$ cat src/design/next_permutation_stepper_core_assert.svh
// Assertion macros shared by the stepper modules.
// Each macro expects clk and rst_n in scope.
`ifndef NEXT_PERMUTATION_STEPPER_CORE_ASSERT_SVH
`define NEXT_PERMUTATION_STEPPER_CORE_ASSERT_SVH

// Same-cycle implication.
`define NPS_ASSERT_THEN(lbl, ante, cons, msg) \
  lbl: assert property (@(posedge clk) disable iff (!rst_n) (ante) |-> (cons)) \
    else $error(msg);

// Next-cycle implication.
`define NPS_ASSERT_NEXT(lbl, ante, cons, msg) \
  lbl: assert property (@(posedge clk) disable iff (!rst_n) (ante) |=> (cons)) \
    else $error(msg);

`endif

$ cat src/design/nps_pkg.sv
`timescale 1ns / 1ps

package nps_pkg;

  localparam int DIGIT_W     = 4;
  localparam int PACK_DIGITS = 10;
  localparam int PACK_W      = PACK_DIGITS * DIGIT_W;
  localparam int TOTAL_W     = 4;
  localparam int STEP_W      = 22;
  localparam int CFG_DW      = 32;
  localparam int CFG_AW      = 3;
  localparam int UPC_W       = 4;
  localparam int UCODE_DEPTH = 14;

  localparam logic [CFG_AW-3:0] REG_MAX_STEPS = '0;

  typedef struct packed {
    logic               action;
    logic [DIGIT_W-1:0] digit;
    logic               first_digit;
  } in_item_t;

  typedef struct packed {
    logic               stepped;
    logic [PACK_W-1:0]  permutation_packed;
    logic [TOTAL_W-1:0] digit_total;
  } out_item_t;

  localparam logic ACTION_LOAD    = 1'b0;
  localparam logic ACTION_ADVANCE = 1'b1;

  typedef enum logic [2:0] {
    COND_NEXT     = 3'd0,
    COND_ALWAYS   = 3'd1,
    COND_SKIP     = 3'd2,
    COND_IDX_ZERO = 3'd3,
    COND_NOT_RISE = 3'd4,
    COND_GT       = 3'd5,
    COND_LO_GE_HI = 3'd6
  } cond_e;

  typedef enum logic [2:0] {
    RD_LAST   = 3'd0,
    RD_IDX_M1 = 3'd1,
    RD_IDX    = 3'd2,
    RD_LO     = 3'd3,
    RD_HI     = 3'd4
  } rd_sel_e;

  typedef enum logic [1:0] {
    IDX_HOLD = 2'd0,
    IDX_LAST = 2'd1,
    IDX_DEC  = 2'd2
  } idx_op_e;

  typedef enum logic [2:0] {
    WR_NONE  = 3'd0,
    WR_IDX_A = 3'd1,
    WR_PIV_B = 3'd2,
    WR_HI_A  = 3'd3,
    WR_LO_B  = 3'd4
  } wr_sel_e;

  typedef enum logic [1:0] {
    FIN_NONE = 2'd0,
    FIN_NO   = 2'd1,
    FIN_YES  = 2'd2
  } fin_e;

  typedef struct packed {
    cond_e            cond;
    logic [UPC_W-1:0] target;
    rd_sel_e          rd_sel;
    idx_op_e          idx_op;
    logic             load_a;
    logic             load_b;
    logic             load_piv;
    logic             init_lohi;
    logic             step_lohi;
    wr_sel_e          wr_sel;
    fin_e             fin;
  } ucode_word_t;

  typedef struct packed {
    logic skip;
    logic idx_zero;
    logic not_rise;
    logic gt;
    logic lo_ge_hi;
  } cond_flags_t;

  typedef struct packed {
    logic               en;
    logic               first;
    logic [DIGIT_W-1:0] digit;
  } load_req_t;

  localparam logic [UPC_W-1:0] LBL_START   = 4'd0;
  localparam logic [UPC_W-1:0] LBL_SCAN    = 4'd1;
  localparam logic [UPC_W-1:0] LBL_FIND    = 4'd4;
  localparam logic [UPC_W-1:0] LBL_SWAP    = 4'd6;
  localparam logic [UPC_W-1:0] LBL_REV     = 4'd8;
  localparam logic [UPC_W-1:0] LBL_FIN_NO  = 4'd12;
  localparam logic [UPC_W-1:0] LBL_FIN_YES = 4'd13;

  localparam ucode_word_t UCODE_NOP = '{COND_NEXT, LBL_START, RD_LAST, IDX_HOLD,
                                        1'b0, 1'b0, 1'b0, 1'b0, 1'b0, WR_NONE, FIN_NONE};

  localparam ucode_word_t UCODE [UCODE_DEPTH] = '{
    // start: budget and length check, load last digit
    '{COND_SKIP, LBL_FIN_NO, RD_LAST, IDX_LAST,
      1'b0, 1'b1, 1'b0, 1'b0, 1'b0, WR_NONE, FIN_NONE},
    // scan for rightmost rise
    '{COND_IDX_ZERO, LBL_FIN_NO, RD_LAST, IDX_HOLD,
      1'b0, 1'b0, 1'b0, 1'b0, 1'b0, WR_NONE, FIN_NONE},
    '{COND_NOT_RISE, LBL_SCAN, RD_IDX_M1, IDX_DEC,
      1'b1, 1'b1, 1'b1, 1'b0, 1'b0, WR_NONE, FIN_NONE},
    // find rightmost larger suffix digit
    '{COND_NEXT, LBL_START, RD_LAST, IDX_LAST,
      1'b0, 1'b0, 1'b0, 1'b0, 1'b0, WR_NONE, FIN_NONE},
    '{COND_GT, LBL_SWAP, RD_IDX, IDX_HOLD,
      1'b0, 1'b1, 1'b0, 1'b0, 1'b0, WR_NONE, FIN_NONE},
    '{COND_ALWAYS, LBL_FIND, RD_IDX, IDX_DEC,
      1'b0, 1'b0, 1'b0, 1'b0, 1'b0, WR_NONE, FIN_NONE},
    // swap pivot with it
    '{COND_NEXT, LBL_START, RD_LAST, IDX_HOLD,
      1'b0, 1'b0, 1'b0, 1'b0, 1'b0, WR_IDX_A, FIN_NONE},
    '{COND_NEXT, LBL_START, RD_LAST, IDX_HOLD,
      1'b0, 1'b0, 1'b0, 1'b1, 1'b0, WR_PIV_B, FIN_NONE},
    // reverse suffix
    '{COND_LO_GE_HI, LBL_FIN_YES, RD_LAST, IDX_HOLD,
      1'b0, 1'b0, 1'b0, 1'b0, 1'b0, WR_NONE, FIN_NONE},
    '{COND_NEXT, LBL_START, RD_LO, IDX_HOLD,
      1'b1, 1'b0, 1'b0, 1'b0, 1'b0, WR_NONE, FIN_NONE},
    '{COND_NEXT, LBL_START, RD_HI, IDX_HOLD,
      1'b0, 1'b1, 1'b0, 1'b0, 1'b0, WR_HI_A, FIN_NONE},
    '{COND_ALWAYS, LBL_REV, RD_LAST, IDX_HOLD,
      1'b0, 1'b0, 1'b0, 1'b0, 1'b1, WR_LO_B, FIN_NONE},
    // finish
    '{COND_NEXT, LBL_START, RD_LAST, IDX_HOLD,
      1'b0, 1'b0, 1'b0, 1'b0, 1'b0, WR_NONE, FIN_NO},
    '{COND_NEXT, LBL_START, RD_LAST, IDX_HOLD,
      1'b0, 1'b0, 1'b0, 1'b0, 1'b0, WR_NONE, FIN_YES}
  };

endpackage

$ cat src/design/nps_sequencer.sv
`timescale 1ns / 1ps

module nps_sequencer (
  input  logic                clk,
  input  logic                rst_n,
  input  logic                start,
  input  logic                out_free,
  input  nps_pkg::cond_flags_t flags,
  output nps_pkg::ucode_word_t uw,
  output logic                fin_fire,
  output logic                busy
);

  typedef enum logic [1:0] {
    ST_IDLE = 2'b01,
    ST_RUN  = 2'b10
  } seq_state_t;

  seq_state_t                   state_r, state_nxt;
  logic [nps_pkg::UPC_W-1:0]    upc_r, upc_nxt;
  nps_pkg::ucode_word_t         rom_word;
  logic                         take;

  assign rom_word = nps_pkg::UCODE[upc_r];
  assign busy     = (state_r == ST_RUN);
  assign uw       = busy ? rom_word : nps_pkg::UCODE_NOP;

  always_comb begin
    unique case (rom_word.cond)
      nps_pkg::COND_NEXT:     take = 1'b0;
      nps_pkg::COND_ALWAYS:   take = 1'b1;
      nps_pkg::COND_SKIP:     take = flags.skip;
      nps_pkg::COND_IDX_ZERO: take = flags.idx_zero;
      nps_pkg::COND_NOT_RISE: take = flags.not_rise;
      nps_pkg::COND_GT:       take = flags.gt;
      nps_pkg::COND_LO_GE_HI: take = flags.lo_ge_hi;
      default:                take = 1'b0;
    endcase
  end

  always_comb begin
    state_nxt = state_r;
    upc_nxt   = upc_r;
    fin_fire  = 1'b0;
    unique case (state_r)
      ST_IDLE: begin
        if (start) begin
          state_nxt = ST_RUN;
          upc_nxt   = nps_pkg::LBL_START;
        end
      end
      ST_RUN: begin
        if (rom_word.fin != nps_pkg::FIN_NONE) begin
          if (out_free) begin
            fin_fire  = 1'b1;
            state_nxt = ST_IDLE;
            upc_nxt   = nps_pkg::LBL_START;
          end
        end else if (take) begin
          upc_nxt = rom_word.target;
        end else begin
          upc_nxt = upc_r + nps_pkg::UPC_W'(1);
        end
      end
      default: begin
        state_nxt = ST_IDLE;
        upc_nxt   = nps_pkg::LBL_START;
      end
    endcase
  end

  always_ff @(posedge clk) begin
    if (!rst_n) begin
      state_r <= ST_IDLE;
      upc_r   <= nps_pkg::LBL_START;
    end else begin
      state_r <= state_nxt;
      upc_r   <= upc_nxt;
    end
  end

`include "next_permutation_stepper_core_assert.svh"

  `NPS_ASSERT_THEN(a_start_idle, start, state_r == ST_IDLE, "start while running")
  `NPS_ASSERT_NEXT(a_start_run, start, busy && upc_r == nps_pkg::LBL_START, "start not taken")
  `NPS_ASSERT_NEXT(a_fin_idle, fin_fire, state_r == ST_IDLE, "no return to idle after finish")
  `NPS_ASSERT_THEN(a_upc_range, busy, upc_r <= nps_pkg::LBL_FIN_YES, "step counter out of program")

endmodule

$ cat src/design/nps_datapath.sv
`timescale 1ns / 1ps

module nps_datapath #(
  parameter int MAX_DIGITS = 10
) (
  input  logic                               clk,
  input  logic                               rst_n,
  input  nps_pkg::ucode_word_t               uw,
  input  logic                               fin_fire,
  input  nps_pkg::load_req_t                 ld,
  input  logic [nps_pkg::STEP_W-1:0]         max_steps,
  output nps_pkg::cond_flags_t               flags,
  output logic [nps_pkg::PACK_W-1:0]         perm_packed,
  output logic [nps_pkg::TOTAL_W-1:0]        digit_total
);

  localparam int IDX_W = $clog2(MAX_DIGITS);
  localparam int CNT_W = $clog2(MAX_DIGITS + 1);
  localparam logic [CNT_W-1:0] MAX_CNT = CNT_W'(MAX_DIGITS);
  localparam logic [CNT_W-1:0] MIN_CNT = CNT_W'(2);

  logic [nps_pkg::DIGIT_W-1:0] store_r [MAX_DIGITS];
  logic [CNT_W-1:0]            cnt_r, cnt_nxt;
  logic [nps_pkg::STEP_W-1:0]  steps_r, steps_nxt;
  logic [IDX_W-1:0]            idx_r, idx_nxt;
  logic [IDX_W-1:0]            piv_r, piv_nxt;
  logic [IDX_W-1:0]            lo_r, lo_nxt;
  logic [IDX_W-1:0]            hi_r, hi_nxt;
  logic [nps_pkg::DIGIT_W-1:0] a_r, a_nxt;
  logic [nps_pkg::DIGIT_W-1:0] b_r, b_nxt;

  logic [CNT_W-1:0]            cnt_m1;
  logic [IDX_W-1:0]            last_idx;
  logic [IDX_W-1:0]            rd_addr;
  logic [nps_pkg::DIGIT_W-1:0] rd_data;
  logic [CNT_W-1:0]            ld_base;
  logic                        wr_en;
  logic [IDX_W-1:0]            wr_addr;
  logic [nps_pkg::DIGIT_W-1:0] wr_data;
  logic [31:0]                 cnt_ext;

  assign cnt_m1   = cnt_r - CNT_W'(1);
  assign last_idx = cnt_m1[IDX_W-1:0];

  always_comb begin
    unique case (uw.rd_sel)
      nps_pkg::RD_LAST:   rd_addr = last_idx;
      nps_pkg::RD_IDX_M1: rd_addr = idx_r - IDX_W'(1);
      nps_pkg::RD_IDX:    rd_addr = idx_r;
      nps_pkg::RD_LO:     rd_addr = lo_r;
      nps_pkg::RD_HI:     rd_addr = hi_r;
      default:            rd_addr = last_idx;
    endcase
  end

  assign rd_data = (CNT_W'(rd_addr) < MAX_CNT) ? store_r[rd_addr] : '0;

  assign flags.skip     = (steps_r >= max_steps) || (cnt_r < MIN_CNT);
  assign flags.idx_zero = (idx_r == '0);
  assign flags.not_rise = !(rd_data < b_r);
  assign flags.gt       = (rd_data > a_r);
  assign flags.lo_ge_hi = (lo_r >= hi_r);

  always_comb begin
    ld_base   = ld.first ? '0 : cnt_r;
    cnt_nxt   = cnt_r;
    steps_nxt = steps_r;
    wr_en     = 1'b0;
    wr_addr   = idx_r;
    wr_data   = a_r;
    if (ld.en) begin
      if (ld.first) begin
        steps_nxt = '0;
      end
      cnt_nxt = ld_base;
      if (ld_base < MAX_CNT) begin
        wr_en   = 1'b1;
        wr_addr = ld_base[IDX_W-1:0];
        wr_data = ld.digit;
        cnt_nxt = ld_base + CNT_W'(1);
      end
    end else begin
      unique case (uw.wr_sel)
        nps_pkg::WR_NONE:  wr_en = 1'b0;
        nps_pkg::WR_IDX_A: begin
          wr_en   = 1'b1;
          wr_addr = idx_r;
          wr_data = a_r;
        end
        nps_pkg::WR_PIV_B: begin
          wr_en   = 1'b1;
          wr_addr = piv_r;
          wr_data = b_r;
        end
        nps_pkg::WR_HI_A: begin
          wr_en   = 1'b1;
          wr_addr = hi_r;
          wr_data = a_r;
        end
        nps_pkg::WR_LO_B: begin
          wr_en   = 1'b1;
          wr_addr = lo_r;
          wr_data = b_r;
        end
        default:           wr_en = 1'b0;
      endcase
      if (fin_fire && uw.fin == nps_pkg::FIN_YES) begin
        steps_nxt = steps_r + nps_pkg::STEP_W'(1);
      end
    end
  end

  always_comb begin
    idx_nxt = idx_r;
    unique case (uw.idx_op)
      nps_pkg::IDX_HOLD: idx_nxt = idx_r;
      nps_pkg::IDX_LAST: idx_nxt = last_idx;
      nps_pkg::IDX_DEC:  idx_nxt = idx_r - IDX_W'(1);
      default:           idx_nxt = idx_r;
    endcase
    a_nxt   = uw.load_a   ? rd_data : a_r;
    b_nxt   = uw.load_b   ? rd_data : b_r;
    piv_nxt = uw.load_piv ? idx_r - IDX_W'(1) : piv_r;
    lo_nxt  = lo_r;
    hi_nxt  = hi_r;
    if (uw.init_lohi) begin
      lo_nxt = piv_r + IDX_W'(1);
      hi_nxt = last_idx;
    end else if (uw.step_lohi) begin
      lo_nxt = lo_r + IDX_W'(1);
      hi_nxt = hi_r - IDX_W'(1);
    end
  end

  always_ff @(posedge clk) begin
    if (wr_en) begin
      store_r[wr_addr] <= wr_data;
    end
    idx_r <= idx_nxt;
    piv_r <= piv_nxt;
    lo_r  <= lo_nxt;
    hi_r  <= hi_nxt;
    a_r   <= a_nxt;
    b_r   <= b_nxt;
  end

  always_ff @(posedge clk) begin
    if (!rst_n) begin
      cnt_r   <= '0;
      steps_r <= '0;
    end else begin
      cnt_r   <= cnt_nxt;
      steps_r <= steps_nxt;
    end
  end

  for (genvar i = 0; i < nps_pkg::PACK_DIGITS; i++) begin : g_pack
    if (i < MAX_DIGITS) begin : g_held
      assign perm_packed[i*nps_pkg::DIGIT_W +: nps_pkg::DIGIT_W] =
        (CNT_W'(i) < cnt_r) ? store_r[i] : '0;
    end else begin : g_empty
      assign perm_packed[i*nps_pkg::DIGIT_W +: nps_pkg::DIGIT_W] = '0;
    end
  end

  assign cnt_ext     = 32'(cnt_r);
  assign digit_total = cnt_ext[nps_pkg::TOTAL_W-1:0];

`include "next_permutation_stepper_core_assert.svh"

  `NPS_ASSERT_THEN(a_cnt_range, 1'b1, cnt_r <= MAX_CNT, "digit count above capacity")
  `NPS_ASSERT_THEN(a_step_budget, fin_fire && uw.fin == nps_pkg::FIN_YES,
                   steps_r < max_steps, "step taken beyond budget")

endmodule

$ cat src/design/next_permutation_stepper_core.sv
`timescale 1ns / 1ps
// Channel   Ports                                     Payload
// input     in_valid, in_stall, in_data               nps_pkg::in_item_t
// result    out_valid, out_stall, out_data            nps_pkg::out_item_t
// config    psel, penable, pwrite, paddr, pwdata,     max_steps at byte 0
//           prdata, pready
// A load transfer does not stall the input; the block takes the next item right after it.
// An advance runs a 14-word microprogram over one store read and one write per cycle:
// it checks budget and length, scans for the pivot, finds the larger suffix digit,
// swaps the pair and reverses the suffix; in_stall is high while it runs.
// A finished result waits in the output register; the program holds on its last word
// while out_stall blocks that register. rst_n is synchronous and clears counts and budget.

module next_permutation_stepper_core #(
  parameter int MAX_DIGITS = 10
) (
  input  logic                           clk,
  input  logic                           rst_n,
  input  logic                           in_valid,
  output logic                           in_stall,
  input  nps_pkg::in_item_t              in_data,
  output logic                           out_valid,
  input  logic                           out_stall,
  output nps_pkg::out_item_t             out_data,
  input  logic                           psel,
  input  logic                           penable,
  input  logic                           pwrite,
  input  logic [nps_pkg::CFG_AW-1:0]     paddr,
  input  logic [nps_pkg::CFG_DW-1:0]     pwdata,
  output logic [nps_pkg::CFG_DW-1:0]     prdata,
  output logic                           pready
);

  logic                          busy;
  logic                          in_xfer;
  logic                          start;
  logic                          out_free;
  logic                          fin_fire;
  nps_pkg::ucode_word_t          uw;
  nps_pkg::cond_flags_t          flags;
  nps_pkg::load_req_t            ld;
  logic [nps_pkg::PACK_W-1:0]    perm_packed;
  logic [nps_pkg::TOTAL_W-1:0]   digit_total;
  logic [nps_pkg::STEP_W-1:0]    max_steps_r, max_steps_nxt;
  logic                          reg_hit;
  logic                          out_valid_r, out_valid_nxt;
  nps_pkg::out_item_t            out_data_r;

  assign in_stall = busy;
  assign in_xfer  = in_valid && !busy;
  assign start    = in_xfer && (in_data.action == nps_pkg::ACTION_ADVANCE);
  assign ld.en    = in_xfer && (in_data.action == nps_pkg::ACTION_LOAD);
  assign ld.first = in_data.first_digit;
  assign ld.digit = in_data.digit;

  assign pready  = 1'b1;
  assign reg_hit = (paddr[nps_pkg::CFG_AW-1:2] == nps_pkg::REG_MAX_STEPS);
  assign prdata  = reg_hit ? nps_pkg::CFG_DW'(max_steps_r) : '0;

  always_comb begin
    max_steps_nxt = max_steps_r;
    if (psel && penable && pwrite && pready && reg_hit) begin
      max_steps_nxt = pwdata[nps_pkg::STEP_W-1:0];
    end
  end

  assign out_free = !out_valid_r || !out_stall;

  always_comb begin
    out_valid_nxt = out_valid_r;
    if (out_valid_r && !out_stall) begin
      out_valid_nxt = 1'b0;
    end
    if (fin_fire) begin
      out_valid_nxt = 1'b1;
    end
  end

  always_ff @(posedge clk) begin
    if (!rst_n) begin
      max_steps_r <= '0;
      out_valid_r <= 1'b0;
    end else begin
      max_steps_r <= max_steps_nxt;
      out_valid_r <= out_valid_nxt;
    end
  end

  always_ff @(posedge clk) begin
    if (fin_fire) begin
      out_data_r.stepped            <= (uw.fin == nps_pkg::FIN_YES);
      out_data_r.permutation_packed <= perm_packed;
      out_data_r.digit_total        <= digit_total;
    end
  end

  assign out_valid = out_valid_r;
  assign out_data  = out_data_r;

  nps_sequencer u_seq (
    .clk      (clk),
    .rst_n    (rst_n),
    .start    (start),
    .out_free (out_free),
    .flags    (flags),
    .uw       (uw),
    .fin_fire (fin_fire),
    .busy     (busy)
  );

  nps_datapath #(
    .MAX_DIGITS (MAX_DIGITS)
  ) u_dp (
    .clk         (clk),
    .rst_n       (rst_n),
    .uw          (uw),
    .fin_fire    (fin_fire),
    .ld          (ld),
    .max_steps   (max_steps_r),
    .flags       (flags),
    .perm_packed (perm_packed),
    .digit_total (digit_total)
  );

endmodule

$ cat config.mk
export PLATFORM = sky130hd
export DESIGN_NAME = next_permutation_stepper_core
export DESIGN_NICKNAME = d
export VERILOG_FILES = /design/src/design/nps_pkg.sv /design/src/design/nps_sequencer.sv /design/src/design/nps_datapath.sv /design/src/design/next_permutation_stepper_core.sv
export VERILOG_INCLUDE_DIRS = /design/src /design/src/design
export SDC_FILE = /design/constraint.sdc
export NUM_CORES = 1
export LEC_CHECK = 0
export CAP_MARGIN = 25
export CORE_ASPECT_RATIO = 0.75
export CORE_MARGIN = 5
export CORE_UTILIZATION = 25
export CTS_BUF_LIST = sky130_fd_sc_hd__clkbuf_8
export DETAILED_ROUTE_END_ITERATION = 8
export DONT_BUFFER_PORTS = 1
export HOLD_SLACK_MARGIN = 0.1
export PLACE_DENSITY = 0.43
export SLEW_MARGIN = 10
export SYNTH_ARGS = -nofsm -noshare
export SYNTH_HDL_FRONTEND = slang
export SYNTH_SLANG_ARGS = --single-unit
export TNS_END_PERCENT = 1
$ cat constraint.sdc
create_clock -name clk -period 11.8 [get_ports clk]
set_input_delay 1.18 -clock clk [delete_from_list [all_inputs] [get_ports clk]]
set_output_delay 1.18 -clock clk [all_outputs]
set_load 0.05 [all_outputs]
Word level (Yosys, flattened, before mapping)
Memories as Yosys holds them, arrays and structs flattened. A register that Yosys moved wholly into a read port is not among the register bits.
Index checks and enable logic that the tools add are counted.
Widths: inputs -> output; s select.
{"block": "word_totals", "in_bits": 48, "elab_cells": 146, "register_bits": 84, "ramBits": 40, "rom_bits": 352, "memories": 2, "out_inout_bits": 80}
{"block": "classes", "n_eq_ne": 24, "n_reduce_logical": 35, "muxes": 42, "n_bitwise": 3, "addsub": 8, "magnitude_cmp": 18}
{"name": "(no name shown)", "depth": 16, "word_bits": 22, "read_ports": 1, "rd_ports_with_merged_regs": 0, "wr": 0, "line": "nps_sequencer.sv:24", "source": "assign rom_word = nps_pkg::UCODE[upc_r];"}
{"name": "u_dp.store_r", "depth": 10, "word_bits": 4, "read_ports": 11, "rd_ports_with_merged_regs": 10, "wr": 1, "line": "nps_datapath.sv:22", "source": "logic [nps_pkg::DIGIT_W-1:0] store_r [MAX_DIGITS];"}
{"cell": "$mux 22", "n": 6}
{"cell": "$mux 4", "n": 16}
{"cell": "$add 22x1->22 const B", "n": 1}
{"cell": "$ge 22x22->1", "n": 1}
{"cell": "$eq 3x2->1 const B", "n": 6}
{"cell": "$add 4x1->4 const B", "n": 4}
{"cell": "$lt 3x4->1 const A", "n": 4}
{"cell": "$pmux 4 s2", "n": 2}
{"cell": "$pmux 4 s4", "n": 1}
{"cell": "$eq 3x3->1 const B", "n": 5}
{"cell": "$mux 15", "n": 1}
{"cell": "$logic_not 1->1", "n": 14}
{"cell": "$pmux 4 s3", "n": 1}
{"cell": "$sub 4x1->4 const B", "n": 3}
{"cell": "$mux 1", "n": 10}
{"cell": "$reduce_bool 2->1", "n": 5}
{"cell": "$eq 3x1->1 const B", "n": 3}
{"cell": "$logic_and 1x1->1", "n": 8}
{"cell": "$lt 1x4->1 const A", "n": 2}
{"cell": "$lt 2x4->1 const A", "n": 2}
{"cell": "$lt 4x4->1 const A", "n": 2}
{"cell": "$lt 4x4->1 const B", "n": 2}
{"cell": "$eq 2x2->1 const B", "n": 3}
{"cell": "$mux 2", "n": 3}
{"cell": "19 further kinds", "n": 25}

Logic depth before layout (Yosys ltp)
{"block": "depth", "word_depth": 15, "ltp_mapped": 24, "depth_no_buf": 23}

Cells and area by module
Synthesis repeated with hierarchy kept, for this count alone.
{"block": "unflattened", "hier_cells": 946, "hier_area_um2": 9613.0}
{"mod": "nps_datapath", "cells_per_inst": 638, "area_each_um2": 6147.1, "seq_area_each_um2": 2442.3, "n_inst": 1}
{"mod": "next_permutation_stepper_core", "cells_per_inst": 186, "area_each_um2": 2556.2, "seq_area_each_um2": 1811.7, "n_inst": 1}
{"mod": "nps_sequencer", "cells_per_inst": 122, "area_each_um2": 909.6, "seq_area_each_um2": 120.1, "n_inst": 1}

Worst setup path before layout
Ideal clock, no wire load.
{"block": "synth_path", "path_kind": "register to register", "from": "register u_seq.upc_r[1] in the netlist's numbering", "to": "register u_seq.upc_r[1] in the netlist's numbering", "stages_incl_launch_ff": 22, "path_slack_ps": 7208, "required_time_ps": 11738, "n_path_buf": 2, "arrival_time_ps": 4530, "path_cell_list": "dfxtp_1 inv_1 ha_1 and2b_1 a21boi_2 a21oi_4 mux2i_4 buf_6 buf_2 mux2i_1 a211oi_1 a21oi_1 o21ai_0 ha_1 o21a_1 o21ai_0 nor3_1 and2_1 a41o_1 a21o_4 or4_1 nand3_1"}
{"block": "synth_via", "elab_chain_len": 15}
{"item": "from (decl)", "line": "nps_sequencer.sv:20", "source": "logic [nps_pkg::UPC_W-1:0] upc_r, upc_nxt;"}
{"item": "from (signal assigned)", "line": "nps_sequencer.sv:75", "source": "upc_r <= nps_pkg::LBL_START;"}
{"item": "from (signal assigned)", "line": "nps_sequencer.sv:78", "source": "upc_r <= upc_nxt;"}
{"item": "$not 4->5 (implied by the code) (*)", "line": "nps_sequencer.sv:24"}
{"item": "$mem_v2 16x22 (*)"}
{"item": "$mux 22 (implied by the code) (*) (2 in a row)", "line": "nps_sequencer.sv:24"}
{"item": "$mux 15 (*)", "line": "nps_sequencer.sv:26", "source": "assign uw = busy ? rom_word : nps_pkg::UCODE_NOP;"}
{"item": "$eq 3x3->1, or another cell as far along", "line": "nps_datapath.sv:46", "source": "unique case (uw.rd_sel)"}
{"item": "$pmux 4 s4 (*)", "line": "nps_datapath.sv:46"}
{"item": "$mem_v2 10x4 or $lt 4x4->1 (tied branches)"}
{"item": "$mux 4 (*)", "line": "nps_datapath.sv:56", "source": "assign rd_data = (CNT_W'(rd_addr) < MAX_CNT) ? store_r[rd_addr] : '0;"}
{"item": "net u_dp.rd_data, one bit", "line": "nps_datapath.sv:35", "source": "logic [nps_pkg::DIGIT_W-1:0] rd_data;"}
{"item": "$lt 4x4->1", "line": "nps_datapath.sv:60", "source": "assign flags.not_rise = !(rd_data < b_r);"}
{"item": "$logic_not 1->1", "line": "nps_datapath.sv:60"}
{"item": "$pmux 1 s6 (*)", "line": "nps_sequencer.sv:29", "source": "unique case (rom_word.cond)"}
{"item": "$mux 4 (*)", "line": "nps_sequencer.sv:59", "source": "end else if (take) begin"}
{"item": "$mux 4 (*)", "line": "nps_sequencer.sv:53", "source": "if (rom_word.fin != nps_pkg::FIN_NONE) begin"}
{"item": "$pmux 4 s2 (*)", "line": "nps_sequencer.sv:45", "source": "unique case (state_r)"}
The timed path passes the listed nets; every way through them passes the cells marked *. The select of a mux whose other input is x is not followed.
A chain may end at the register's enable or synchronous reset.

Final worst setup path
{"block": "layout_path", "from": "register u_seq.upc_r[0] in the netlist's numbering", "to": "register u_seq.upc_r[1] in the netlist's numbering"}
Same word-level chain as after synthesis.

==> impl_results.md <==
* CTS resizes at 0
* Pwr dens at 113 nW/um^2
* Clk sinks at 164
* Top Ports at 128
* Initial DRT Pass Iterations at 5
* Fmax at roughly 180 MHz
* Hold_ws at 464 ps
* Clock period minus worst slack at 5660 ps
* Core area at 35600 um^2
* Crit path kind: flip-flop to flip-flop
* Period Utilization, post-route at 48.0%
* Critical Path End Type: flip-flop
* H-tree depth at 4
* Max cap viols at 0
* Crit path DAT at around 6100 ps
* Initial antenna violation count at 3
* Cell Area, Synth at roughly 9000 um^2
* RSZ-0062 raised after global routing: no
* Largest fanout on the critical path at 16
* P_leak at 3.43 nW
* CTS tree: yes
* Post-synthesis adder-cell area fraction at 6.57%
* Worst min path class: flip-flop to flip-flop
* Cell taking the most area after synthesis: edfxtp_1
* Largest net degree at the start of global routing at 46
* Critical Path RT at 12210 ps
* Clock-pin slew on the worst setup and hold paths at 100 ps
* Post-synth ARST share at 0%
* Die height at 174 um
* Starting Density at 25.1%
* Commonest non-fill, non-tap cell in the layout: edfxtp_1
* Post-synth EDFFs at 109
* Clk Latency, worst-skew pair at 470 ps
* NumNets Final at approximately 970
* Commonest register cell after synthesis: edfxtp_1
* Worst-Margin Slew at ~1100 ps
* Setup-failing EPs final at 0
* Vias in the first global route at 6193
* GRT Util Overall at about 13%
* Fin Setup TNS at 0 ps
* Unique masters post-synth at 81
* CP cell instances: inv_1 > ha_1 > nand4bb_1 > a21boi_2 > a21oi_4 > mux2i_4 > buf_16 > a211oi_1 > a211oi_1 > a21oi_1 > o21ai_0 > ha_1 > o21a_1 > o21ai_0 > nor3_1 > nand2_1 > o211ai_1 > a41o_1 > a21o_4 > or4_1 > nand3_1
* XOR/XNOR Fraction of Synth Area at 1.76%
* WL/cell at about 19 um
* Vias at 6395
* Synth area leaders: edfxtp_1, dfxtp_1, ha_1
* Global-route wire length before repair at 38800 um
* Port Buffers at 0
* Post-CTS Hold Buffers at 0
* Status: finished clean
* Die width at 228 um
* Overflow after GRT at 0
* DRT iter0 DRCs at roughly 570
* Placer Congestion at 0.801
* Die area at 39700 um^2
* Post-synthesis compound-gate area fraction at 14.4%
* Row cnt at 60
* #FFs+latches synth at 164
* Slew Limit Fails at 0
* Num CTS Buffers at 17
* Synth top area share at a little over a third
* Final ANT Viol Nets at 0
* Sum of routed wire length over all layers at about 25000 um
* Mux share of post-synthesis cell area at 3.50%
* Drt drc at 0
* Slowest CP cell: o21ai_0
* FF/Latch Area at 4370 um^2
* Fin. Hold Viols at 0
* Synth warn at 0
* DR vias/cell at 4.71
* Area grow syn2layout at 9.23%
* Root buf cell: clkbuf_8
* Fraction of layout cells with a size suffix above 1 at 7.06%
* Mean Syn Cell Area at around 10 um^2
* Clock skew at 19.3 ps
* Multi-input gate area at 4120 um^2
* CTS max path bufs at 2
* Worst VDD drop at 0.0000631 V
* DP HPWL at 18800 um
* Crit start category: flip-flop
* Main combinational cell family by area after synthesis: simple AND/OR/NAND/NOR gates
* CP max stage delay at 650 ps
* Postcts setup bufs at 0
* ANT cells at 0
* Fillcell total at 3761
* Slew HR at 29.4%
* Syn Inst Count at 887
* Commonest non-fill, non-tap cells in the layout: edfxtp_1, nand2_1, nor2_1, inv_1, dfxtp_1
* Post-synthesis simple-gate area fraction at 19.3%
* Sequential area share after synthesis at between 40 and 50%
==> cells in the mapped netlist (5+ instances only) <==
cell type,number
nor3_1,10
nor2b_1,43
edfxtp_1,109
nor2_1,70
a21boi_0,24
nor3b_1,9
nor4_1,8
buf_2,8
o21ai_0,29
nand2b_1,5
a21oi_1,41
and3_1,15
inv_1,62
a222oi_1,7
nand4_1,8
o31ai_1,5
buf_4,11
nand3_1,29
xor2_1,8
a21o_1,6
xnor2_1,10
ha_1,47
nand2_1,91
a211oi_1,20
clkbuf_1,20
and2_1,27
a31oi_1,5
mux2i_1,22
dfxtp_1,55
==> through the flow <==
step / power [mW] / setup WS (ps) / instance area [um^2] / std cells / util (%)
floorplan: 0.704 / 7210 / 8980 / 896 / -
global placement: 0.721 / 5890 / 9370 / 1322 / 26.3
detailed placement: 0.723 / 6190 / 9400 / 1323 / 26.4
CTS: 1.12 / 6160 / 9750 / 1355 / 27.4
global route: 1.15 / 5680 / 9770 / 1357 / 27.5
finish: 1.10 / 6140 / 9770 / 1357 / 27.5
==> critical path, delay by kind of cell (launching register included) <==
family                   cells  cell delay (ps)
AO/OA/AOI/OAI               11             2400
flip-flops                   1              440
adder cells (fa/ha/maj)      2              740
AND/OR/NAND/NOR              5             1070
buffers and inverters        2              370
multiplexers                 1              580
==> metal layers <==
metal  track usage, %  wire, um  vias to the layer above
met2             18.0     10600                      107
met4             2.27       178                        6
met3             2.85      1000                       15
met5                0        27                        -
li1                 -         -                     3139
met1             19.2     13400                     3128
==> final cells by class <==
cell class | instances | share of cell area (%)
Clock inverter | 15 | 1.27
Inverter | 65 | 2.50
Clock buffer | 17 | 2.39
Sequential cell | 164 | 44.8
Multi-Input combinational cell | 622 | 42.2
Tap cell | 465 | 5.95
Timing Repair Buffer | 9 | 0.935
==> flip-flops by register name, indices dropped and copies added (netlist names), 22 cells and up <==
| signal | count |
|---|---|
| max_steps_r | 22 |
| out_data | 45 |
| u_dp.store_r | 40 |
| u_dp.steps_r | 22 |
==> power breakdown <==
| part | switching (mW) | total [mW] | leakage [nW] | internal, mW |
|---|---|---|---|---|
| Clock | 0.242 | 0.392 | 0.169 | 0.150 |
| Sequential | 0.00327 | 0.615 | 1.48 | 0.612 |
| Combinational | 0.0646 | 0.0946 | 1.79 | 0.0301 |
| Total | 0.310 | 1.10 | 3.43 | 0.792 |
==> path summary, 6_finish.rpt <==
path	startpoint	end	slack (ps)	cells past startpoint
setup / recovery	u_seq.upc_r[0]	u_seq.upc_r[1]	6140	21
hold / removal	max_steps_r[11]	max_steps_r[11]	460	2
setup reg to reg	u_seq.upc_r[0]	u_seq.upc_r[1]	6140	21
hold reg to reg	max_steps_r[11]	max_steps_r[11]	460	2
==> cell families after synthesis <==
logic type	Yosys count
flops	164
mux	29
xor+xnor	18
other cells	2
buf+inv	110
compound gates	179
fa+ha+maj	47
simple gates	338
(Power assumes the default switching activity.)
